**src/sv/thsl_pkg.sv**
```systemverilog
// Shared types, codes and microcode table of the triggered hold slew limiter.
package thsl_pkg;

    localparam int CFG_IDX_W  = 3;
    localparam int CFG_DATA_W = 32;

    localparam logic [31:0] RST_SLEW_STEP    = 32'd446;
    localparam logic [15:0] RST_SHAPE_AMOUNT = 16'd0;
    localparam logic [15:0] RST_ATTENUATION  = 16'd65535;
    localparam int          RST_TRIG_HIGH    = 2294;
    localparam int          RST_TRIG_LOW     = 0;

    typedef enum logic [CFG_IDX_W-1:0] {
        REG_SLEW_STEP    = 3'd0,
        REG_SHAPE_AMOUNT = 3'd1,
        REG_ATTENUATION  = 3'd2,
        REG_TRIGGER_HIGH = 3'd3,
        REG_TRIGGER_LOW  = 3'd4
    } t_reg_idx;

    typedef enum logic [1:0] {
        MUL_SHAPE = 2'd0,
        MUL_SLEW  = 2'd1,
        MUL_ATTEN = 2'd2
    } t_mul_sel;

    typedef enum logic [1:0] {
        COND_NEXT      = 2'd0,
        COND_WAIT_IN   = 2'd1,
        COND_SKIP_ZERO = 2'd2,
        COND_WAIT_OUT  = 2'd3
    } t_cond;

    typedef logic [2:0] t_step;

    localparam t_step STEP_IDLE  = 3'd0;
    localparam t_step STEP_DIFF  = 3'd1;
    localparam t_step STEP_SHAPE = 3'd2;
    localparam t_step STEP_SLEW  = 3'd3;
    localparam t_step STEP_MOVE  = 3'd4;
    localparam t_step STEP_ATTEN = 3'd5;
    localparam t_step STEP_EMIT  = 3'd6;

    typedef struct packed {
        t_cond    cond;
        t_step    target;
        t_mul_sel mul_sel;
        logic     ld_in;
        logic     ld_diff;
        logic     ld_prod;
        logic     ld_run;
        logic     ld_out;
    } t_uword;

    typedef struct packed {
        logic in_fire;
        logic diff_zero;
        logic out_free;
    } t_seq_stat;

    function automatic t_uword ucode(input t_step step_idx);
        t_uword w;
        w = '{cond: COND_NEXT, target: STEP_IDLE, mul_sel: MUL_SHAPE,
              ld_in: 1'b0, ld_diff: 1'b0, ld_prod: 1'b0, ld_run: 1'b0, ld_out: 1'b0};
        case (step_idx)
            STEP_IDLE: begin
                w.cond  = COND_WAIT_IN;
                w.ld_in = 1'b1;
            end
            STEP_DIFF: begin
                w.cond    = COND_SKIP_ZERO;
                w.target  = STEP_ATTEN;
                w.ld_diff = 1'b1;
            end
            STEP_SHAPE: begin
                w.mul_sel = MUL_SHAPE;
                w.ld_prod = 1'b1;
            end
            STEP_SLEW: begin
                w.mul_sel = MUL_SLEW;
                w.ld_prod = 1'b1;
            end
            STEP_MOVE: begin
                w.ld_run = 1'b1;
            end
            STEP_ATTEN: begin
                w.mul_sel = MUL_ATTEN;
                w.ld_prod = 1'b1;
            end
            STEP_EMIT: begin
                w.cond   = COND_WAIT_OUT;
                w.target = STEP_IDLE;
                w.ld_out = 1'b1;
            end
            default: begin
                w.cond = COND_NEXT;
            end
        endcase
        return w;
    endfunction

endpackage

```
**src/sv/thsl_seq.sv**
```systemverilog
// Microcode sequencer: step counter, control ROM and conditional jumps.
module thsl_seq (
    input  logic                i_clk,
    input  logic                i_rst_n,
    input  thsl_pkg::t_seq_stat i_stat,
    output thsl_pkg::t_uword    o_uword
);

    thsl_pkg::t_step  r_step;
    thsl_pkg::t_step  n_step;
    thsl_pkg::t_uword uw;

    assign uw      = thsl_pkg::ucode(r_step);
    assign o_uword = uw;

    always_comb begin
        case (uw.cond)
            thsl_pkg::COND_NEXT:      n_step = r_step + 3'd1;
            thsl_pkg::COND_WAIT_IN:   n_step = i_stat.in_fire ? r_step + 3'd1 : r_step;
            thsl_pkg::COND_SKIP_ZERO: n_step = i_stat.diff_zero ? uw.target : r_step + 3'd1;
            thsl_pkg::COND_WAIT_OUT:  n_step = i_stat.out_free ? uw.target : r_step;
            default:                  n_step = thsl_pkg::STEP_IDLE;
        endcase
    end

    always_ff @(posedge i_clk) begin
        if (!i_rst_n) begin
            r_step <= thsl_pkg::STEP_IDLE;
        end else begin
            r_step <= n_step;
        end
    end

endmodule

```
**config.mk**
```make
export PLATFORM = sky130hd
export DESIGN_NAME = thsl_seq
export DESIGN_NICKNAME = d
export VERILOG_FILES = /design/src/sv/thsl_pkg.sv /design/src/sv/thsl_seq.sv
export SDC_FILE = /design/constraint.sdc
export NUM_CORES = 1
export LEC_CHECK = 0
export BUFFER_PORTS_ARGS = -buffer_cell sky130_fd_sc_hd__buf_2
export CORE_AREA = 2 2 39 41
export DETAILED_ROUTE_END_ITERATION = 10
export DIE_AREA = 0 0 41 43
export PLACE_DENSITY = 0.56
export SYNTH_ARGS = -nofsm -noshare
export SYNTH_HDL_FRONTEND = slang
export SYNTH_SLANG_ARGS = --single-unit
```
**constraint.sdc**
```tcl
create_clock -name i_clk -period 2.8 [get_ports i_clk]
set_input_delay 0.56 -clock i_clk [delete_from_list [all_inputs] [get_ports i_clk]]
set_output_delay 0.56 -clock i_clk [all_outputs]
set_load 0.05 [all_outputs]
```
==> results.md, run 1 <==
* Maxcap violations at 0
* Met1 wire length at 314 um
* Core Box Area at 1384 um^2
* Async SR Flop Fraction at 0
* Min Tclk post-route at 2147 ps
* Cts bufs inserted at 3
* Chip height at 43 um
* Yosys reg bits at 3
* Synth warn at 0
* GP Congestion at 0.6670
* Vias per cell at 4.493
* # diodes at 0
* Met3 WL post-DR at 45 um
* Fmax at 465.8 MHz
* Syn avg cell area at 8.584 um^2
* P&R area growth vs syn at 26.78%
* Most numerous cell in the Yosys netlist: ha_1
* Num ports at 17
* Worst r2r dst: r_step[2]
* FILL cells at 156
* Crit path from: r_step[0]
* CP Max Fanout at 6
* Max FFs per register at 3
* Synth top area share at 0.2373
* R2r setup slk at 1260 ps
* Buffers on Ports at 15
* Top flop regs: r_step (3)
* CP max-delay cell: dfxtp_1
* Critical path class: reg -> out
* Routed wire length at 692 um
* Most flops, register: r_step
* DRT iter0 DRCs at 4
* Worst Path Required at 2240 ps
* H-Tree Depth at 1
* R2r worst-path depth at 6
* Most frequent cells after synthesis: 7 x ha_1, 5 x inv_1
* FF+latch area at 60.06 um^2
* Highest Signal Layer: met3
* Pins Over Slew Limit at 0
* Status: complete, no violations
* Share of cells above drive strength 1 at 0.4068
* Cells after Synth at 43
* Die width at 41 um
* Clock skew at 1.169 ps
* Initial antenna violation count at 0
* GRT Total Usage at 0.08726
* CP arrival at 1590 ps
* Netlist cell types at 22
* First-pass GRT wire length at 1.014 mm
* Worst reg2reg path startpoint: r_step[0]
* Hold Path Class: reg -> reg
* Post-CTS setup buffer count at 0
* Die area at 1763 um^2
* Multi-input logic area at 267.8 um^2
* CTS max path bufs at 2
* WL met2 at 333 um
* Rows at 14
* Crit path capture type: output pin
* Sequential area share after synthesis at 0.1627
* Hold_buf cts at 0
* PostCTS Resize Cnt at 0
* Final net count at 72
* Starting Density at 0.2667
* Clk slew on worst S/H paths at 30 ps
* Largest cells by area after synthesis: ha_1 24%, dfxtp_1 16%, buf_4 6.1%
* Largest net degree at the start of global routing at 9
* DRT antenna net count at 0
* Gr ovfl total at 0
* CP endpoint: o_uword[10]
* Number of iterations in the first detailed-routing pass at 4
* Clock root cell: clkbuf_4
* Period Utilization, post-route at 0.7668
* DRC violations left at 0
* Largest area contributor in the netlist: ha_1
* Clock Latency Late Sink at 230 ps
* Crit path launch type: flop
* Via count at 337
* DR WL/cell at 9.227 um
* Vias in the first global route at 273
* CTS sink cnt at 3
* Critical Path Max Stage Delay at 350 ps
* CTS tree: yes
* DP HPWL at 577.2 um
* Final setup viols at 0
* Final Hold Vio Count at 0
* Total negative slack at 0 ps
* Dominant synthesized flop cell: dfxtp_1
* Worst path cell trace: inv_1, ha_1, or2b_2, nand2_1, buf_2
* Synthesized Nets at 55
* RSZ-0062 raised after global routing: false
* Mapped Area at 369.1 um^2
* Post-synth EDFFs at 0
==> through the flow <==
stage | setup WS, ps | cells | instance area, um^2 | hold WS (ps) | util
after floorplan | 838.6 | 43 | 369.1 | 498.0 | -
after global placement | 914.9 | 71 | 441.7 | 531.7 | 0.3192
after detailed placement | 886.8 | 71 | 441.7 | 539.7 | 0.3192
after CTS | 632.8 | 75 | 467.9 | 544.6 | 0.3382
after global routing | 582.0 | 75 | 467.9 | 572.5 | 0.3382
final | 653.0 | 75 | 467.9 | 539.5 | 0.3382
==> cells by family after synthesis <==
| logic type | count (synthesis) | synth area share |
|---|---|---|
| AO/OA/AOI/OAI | 9 | 0.2237 |
| flip-flops | 3 | 0.1627 |
| buffers and inverters | 8 | 0.1119 |
| AND/OR/NAND/NOR | 14 | 0.2237 |
| multiplexers | 1 | 0.03051 |
| other | 1 | 0.01016 |
| adder cells (fa/ha/maj) | 7 | 0.2373 |
==> worst max-delay path: cells and delay by family (launching register included) <==
| family | cells | cell delay [ps] |
|---|---|---|
| DFF | 1 | 350 |
| buffers and inverters | 2 | 380 |
| and+or+nand+nor | 2 | 430 |
| adders and majority gates | 1 | 200 |
==> worst min-delay path by stage <==
stage	slack, ps	depth (start not counted)	startpoint	end
detailed placement	540	2	r_step[0]	r_step[0]
floorplan	500	2	r_step[1]	r_step[1]
global route	570	2	r_step[0]	r_step[0]
finish	540	2	r_step[0]	r_step[0]
CTS	540	2	r_step[0]	r_step[0]
global placement	530	2	r_step[1]	r_step[1]
==> final cells by class <==
class,instances,share of cell area
Multi-Input combinational cell,32,0.5722
Clock buffer,4,0.05615
Tap cell,16,0.04278
Sequential cell,3,0.1283
Inverter,5,0.04011
Timing Repair Buffer,15,0.1604
==> layer usage <==
layer | GRT usage | vias to the layer above
li1 | - | 174
met1 | 0.09936 | 151
met2 | 0.1281 | 12
met3 | 0.01571 | 0
met4 | 0.08000 | 0
met5 | 0 | -
==> cells in the final DEF, fill, tap and decap left out <==
master | netlist | final
nand3_1 | 1 | 1
clkbuf_1 | 0 | 1
and2b_2 | 1 | 1
nand4_1 | 1 | 1
o22ai_4 | 1 | 1
a21boi_2 | 1 | 1
mux2_2 | 1 | 1
nor2_1 | 1 | 1
inv_1 | 5 | 5
dfxtp_1 | 3 | 3
nand2b_1 | 2 | 2
conb_1 | 1 | 1
o21ai_0 | 1 | 1
o21a_1 | 2 | 2
and2_1 | 3 | 3
and2b_1 | 1 | 1
a21oi_1 | 1 | 1
ha_1 | 7 | 7
clkbuf_4 | 0 | 3
buf_2 | 0 | 15
nand2_1 | 3 | 3
a211o_1 | 2 | 2
or2b_2 | 1 | 1
o21ai_2 | 1 | 1
Power of run 1 is not shown: default switching activity piles up to over one toggle a cycle in this logic, so the estimate is an artifact.
==> run 2, diff against run 1 <==
--- a/config.mk
+++ b/config.mk
@@ -9,7 +9,7 @@
 export CORE_AREA = 2 2 39 41
 export DETAILED_ROUTE_END_ITERATION = 10
 export DIE_AREA = 0 0 41 43
-export PLACE_DENSITY = 0.56
+export PLACE_DENSITY = 0.58
 export SYNTH_ARGS = -nofsm -noshare
 export SYNTH_HDL_FRONTEND = slang
 export SYNTH_SLANG_ARGS = --single-unit
==> constraint.sdc (replaced) <==
create_clock -name i_clk -period 1.85 [get_ports i_clk]
set_input_delay 0.37 -clock i_clk [delete_from_list [all_inputs] [get_ports i_clk]]
set_output_delay 0.37 -clock i_clk [all_outputs]
set_load 0.05 [all_outputs]
==> run 2 against run 1 <==
Wire length grew 6.8%. Final area grew 11%. Final cell count increased by 2.7%. Die area is the same. First-iteration DRC count unchanged. Critical path depth stayed put.
==> results.md, run 2 (synthesis results as in run 1) <==
* Status: complete, no violations
* Total negative slack at 0 ps (unchanged)
* H-Tree Depth at 1 (unchanged)
* RSZ-0062 raised after global routing: false
* Via count at 346 (+2.7%)
* Worst hold margin at 377.5 ps (-162.0 ps)
* Placed Cells at 73 (+2.8%)
* Clock Latency Late Sink at 240 ps (about the same)
* Vias in the first global route at 278 (+1.8%)
* Die width at 41 um (unchanged)
* Cts bufs inserted at 3 (unchanged)
* Initial antenna violation count at 0 (unchanged)
* R2r worst-path depth at 7 (+1)
* WHS Endpoint: r_step[2]
* Global Route met2 Usage at 0.1344 (+0.006250)
* Gr ovfl total at 0 (unchanged)
* Routed wire length at 739 um (+6.8%)
* Gr busiest metal: met2
* Core Box Area at 1384 um^2 (unchanged)
* DRC violations left at 0 (unchanged)
* Min Tclk post-route at 1785 ps
* Pre-CTS setup slack at 126.6 ps (-760.1 ps)
* CTS max path bufs at 2 (unchanged)
* # diodes at 0 (unchanged)
* Vias per cell at 4.494 (about the same)
* Worst path cell trace: buf_4, ha_2, ha_2, a211o_1, buf_6
* Maxcap violations at 0 (unchanged)
* Clock root cell: clkbuf_4
* CP max-delay cell: dfxtp_2
* GRT Total Usage at 0.1064 (+0.01916)
* Hold Path Class: in -> reg
* GP Congestion at 0.6793 (+1.8%)
* Largest net degree at the start of global routing at 9 (unchanged)
* Critical path class: reg -> out
* Max FFs per register at 3 (unchanged)
* DRT antenna net count at 0 (unchanged)
* First-pass GRT wire length at 1.159 mm (+14%)
* Hold_buf cts at 0 (unchanged)
* CP Max Fanout at 4 (-2)
* Rows at 14 (unchanged)
* Finished Layout Cells at 77 (+2.7%)
* Commonest cells after routing, fill and taps aside: 10 x buf_2, 4 x inv_1, 4 x ha_1, 4 x clkbuf_4
* Most flops, register: r_step
* Critical Path Max Stage Delay at 310 ps (-40 ps)
* Hold depth at 2 (unchanged)
* Commonest non-fill, non-tap cell in the layout: buf_2
* Die area at 1763 um^2 (unchanged)
* Met1 Usage GRT at 0.1254 (+0.02604)
* Worst r2r dst: r_step[0]
* Num ports at 17 (unchanged)
* Hold path start: i_rst_n
* Buffers on Ports at 15 (unchanged)
* DR WL/cell at 9.597 um (+4.0%)
* CTS tree: yes
* DRT iter0 DRCs at 4 (unchanged)
* Worst reg2reg path startpoint: r_step[0]
* FILL cells at 149 (-4.5%)
* Final net count at 74 (+2.8%)
* Fmax at 560.2 MHz
* Crit path capture type: output pin
* Number of iterations in the first detailed-routing pass at 4 (unchanged)
* Clock skew at 9.741 ps (+8.572 ps)
* Final worst slack at 64.86 ps (-588.2 ps)
* Top flop regs: r_step (3)
* Crit path launch type: flop
* Post-CTS setup buffer count at 0 (unchanged)
* Met3 usage at 0.06283 (+0.04712)
* R2r setup slk at 360 ps (-900 ps)
* Final setup viols at 0 (unchanged)
* Period Utilization, post-route at 0.9649
* Final Hold Vio Count at 0 (unchanged)
* Share of cells above drive strength 1 at 0.5246 (+0.1178)
* Chip height at 43 um (unchanged)
* P&R area growth vs syn at 40.68%
* Starting Density at 0.2667 (unchanged)
* Most used cell, CP: ha_2
* CTS sink cnt at 3 (unchanged)
* Clk slew on worst S/H paths at 40 ps (about the same)
* DP HPWL at 595.9 um (+3.2%)
* CP arrival at 1420 ps (-170 ps)
* Worst path top cell family by delay: adder cells
* Worst Path Required at 1480 ps (-760 ps)
* Crit path buf inv count at 2 (unchanged)
* Pins Over Slew Limit at 0 (unchanged)
-- run 2: changes by cell type in the layout (fill, tap and decap cells not counted), sizes merged --
| cell | delta |
|---|---|
| clkbuf | +1 |
| buf | +1 |
-- run 2: timing repair --
| action | CTS | global route |
|---|---|---|
| endpoints found under the setup margin | 3 | 7 |
| pin swaps | 0 | 0 |
| gates resized for setup | 8 | 7 |
-- run 2: worst max-delay path by stage --
stage                   start  cells past startpoint          end
detailed placement  r_step[0]                      5  o_uword[10]
global placement    r_step[0]                      5  o_uword[10]
global route        r_step[0]                      5  o_uword[10]
finish              r_step[1]                      5   o_uword[2]
floorplan           r_step[1]                      4  o_uword[11]
CTS                 r_step[1]                      5   o_uword[2]
-- run 2: cell type report --
cell class	instances	area [um^2]	area share
tap	16	20.02	0.03855
timing repair buffer	17	113.9	0.2193
clock buffer	4	26.28	0.05060
multi-input combinational	32	277.8	0.5349
sequential	3	62.56	0.1205
inverter	5	18.77	0.03614
-- run 2: through the flow --
stage                     utilization  area [um^2]
final                          0.3752        519.2
after global routing           0.3752        519.2
after CTS                      0.3635        503.0
after detailed placement       0.3300        456.7
after global placement         0.3300        456.7
after floorplan                     -        369.1
-- run 2: per-layer routing --
layer  part of all wire  routed length, um
met4              0.028                 21
met5                  0                  0
met2               0.42                312
met3              0.092                 68
met1               0.46                337
Power of run 2 is left out for the same reason.
==> run 3, diff against run 2 <==
--- a/config.mk
+++ b/config.mk
@@ -7,9 +7,10 @@
 export LEC_CHECK = 0
 export BUFFER_PORTS_ARGS = -buffer_cell sky130_fd_sc_hd__buf_2
 export CORE_AREA = 2 2 39 41
+export CTS_CLUSTER_DIAMETER = 150
 export DETAILED_ROUTE_END_ITERATION = 10
 export DIE_AREA = 0 0 41 43
-export PLACE_DENSITY = 0.58
+export PLACE_DENSITY = 0.56
 export SYNTH_ARGS = -nofsm -noshare
 export SYNTH_HDL_FRONTEND = slang
 export SYNTH_SLANG_ARGS = --single-unit
==> constraint.sdc (replaced) <==
create_clock -name i_clk -period 2 [get_ports i_clk]
set_input_delay 0.4 -clock i_clk [delete_from_list [all_inputs] [get_ports i_clk]]
set_output_delay 0.4 -clock i_clk [all_outputs]
set_load 0.05 [all_outputs]
==> run 3 against run 2 <==
Die area unchanged. Worst hold slack better by 41 ps. Flip-flop and latch count did not move. Global-route usage is 1.9 points lower. Critical path type unchanged. Non-clock buffer count decreased by 2. Clock skew is 8.6 ps lower. Worst setup slack gained 5.0 ps. Via count shrank 5.5%. Critical endpoint is now o_uword[10]. Utilization decreased by 3.3 points. First-iteration DRC count did not move. Count of clock-buffer cells in the layout did not move. Critical path depth is the same.
==> results.md, run 3 (synthesis results as in run 1) <==
* Final instance area at 474.2 um^2 (-8.7%)
* Commonest non-fill, non-tap cell in the layout: buf_2
* Clock root cell: clkbuf_4
* Pins Over Slew Limit at 0 (unchanged)
* Chip height at 43 um (unchanged)
* Fmax at 518.1 MHz
* R2r worst-path depth at 6 (-1)
* Vias in the first global route at 273 (-1.8%)
* Starting Density at 0.2667 (unchanged)
* GP Congestion at 0.6670 (-1.8%)
* H-Tree Depth at 1 (unchanged)
* Total negative slack at 0 ps (unchanged)
* CTS max path bufs at 2 (unchanged)
* First-pass GRT wire length at 1.014 mm (-13%)
* DP HPWL at 577.2 um (-3.1%)
* Critical Path Max Stage Delay at 350 ps (+40 ps)
* Num ports at 17 (unchanged)
* Worst hold margin at 418.5 ps (+40.96 ps)
* Crit path buf inv count at 2 (unchanged)
* Hold Path Class: in -> reg
* Worst path top cell family by delay: simple AND/OR/NAND/NOR gates
* Clock skew at 1.169 ps (-8.572 ps)
* Vias per cell at 4.360 (-3.0%)
* Core Box Area at 1384 um^2 (unchanged)
* Die width at 41 um (unchanged)
* CP arrival at 1530 ps (+110 ps)
* Commonest cells after routing, fill and taps aside: 13 x buf_2, 7 x ha_1, 5 x inv_1
* Critical path class: reg -> out
* DRT iter0 DRCs at 4 (unchanged)
* DRT antenna net count at 0 (unchanged)
* Die area at 1763 um^2 (unchanged)
* CP Max Fanout at 6 (+2)
* Max FFs per register at 3 (unchanged)
* Worst path cell trace: inv_1, ha_1, or2b_2, nand2_1, buf_4
* Met1 Usage GRT at 0.09936 (-0.02604)
* Final Hold Vio Count at 0 (unchanged)
* P&R area growth vs syn at 28.47%
* Stages on worst setup path at 5 (unchanged)
* # diodes at 0 (unchanged)
* Gr busiest metal: met2
* Final net count at 72 (-2.7%)
* Top flop regs: r_step (3)
* Min Tclk post-route at 1930 ps
* Worst Path Required at 1600 ps (+120 ps)
* Status: complete, no violations
* Routed wire length at 693 um (-6.2%)
* DR WL/cell at 9.240 um (-3.7%)
* Met3 usage at 0.01571 (-0.04712)
* GRT Total Usage at 0.08726 (-0.01916)
* CP max-delay cell: dfxtp_1
* Placed Cells at 71 (-2.7%)
* Initial antenna violation count at 0 (unchanged)
* Crit path capture type: output pin
* Most flops, register: r_step
* RSZ-0062 raised after global routing: false
* Finished Layout Cells at 75 (-2.6%)
* Number of iterations in the first detailed-routing pass at 2 (-2)
* Gr ovfl total at 0 (unchanged)
* Crit path launch type: flop
* Final setup viols at 0 (unchanged)
* Hold depth at 2 (unchanged)
* Rows at 14 (unchanged)
* Global Route met2 Usage at 0.1281 (-0.006250)
* DRC violations left at 0 (unchanged)
* Placement Cell Area at 441.7 um^2 (-3.3%)
* Period Utilization, post-route at 0.9651
* FILL cells at 156 (+4.7%)
* CTS sink cnt at 3 (unchanged)
* Via count at 327 (-5.5%)
* Clock Latency Late Sink at 230 ps (about the same)
* Largest net degree at the start of global routing at 9 (unchanged)
* CTS tree: yes
* Maxcap violations at 0 (unchanged)
* Buffers on Ports at 15 (unchanged)
* Clk slew on worst S/H paths at 40 ps (about the same)
* Share of cells above drive strength 1 at 0.4237 (-0.1009)
* Cts bufs inserted at 3 (unchanged)
-- run 3: area by class of cell --
cell class | count | area [um^2] | share of cell area
timing repair buffer | 15 | 80.08 | 0.1689
clock buffer | 4 | 26.28 | 0.05541
tap | 16 | 20.02 | 0.04222
sequential | 3 | 61.31 | 0.1293
multi-input combinational | 32 | 267.8 | 0.5646
inverter | 5 | 18.77 | 0.03958
-- run 3: per-stage QoR --
stage | worst slack [ps] | utilization
CTS | 4.083 | 0.3400
floorplan | 198.6 | -
detailed placement | 246.8 | 0.3192
global route | 3.910 | 0.3427
finish | 69.86 | 0.3427
global placement | 274.9 | 0.3192
-- run 3: final timing paths --
kind              startpoint     endpoint  slack (ps)
setup / recovery   r_step[0]  o_uword[10]          70
hold reg to reg    r_step[1]    r_step[1]         510
hold / removal       i_rst_n    r_step[2]         420
setup reg to reg   r_step[0]    r_step[2]         460
-- run 3: what timing repair did --
| action | CTS | global route |
|---|---|---|
| resized for setup | 1 | 3 |
| gates cloned | 0 | 0 |
| setup endpoints to repair | 1 | 3 |
| setup buffers | 0 | 0 |
| hold buffers | 0 | 0 |
-- run 3: metal layers --
layer	part of all wire	routed length (um)
met3	0.065	45
met5	0	0
met1	0.48	331
met4	0	0
met2	0.46	317
Power of run 3 is left out for the same reason.
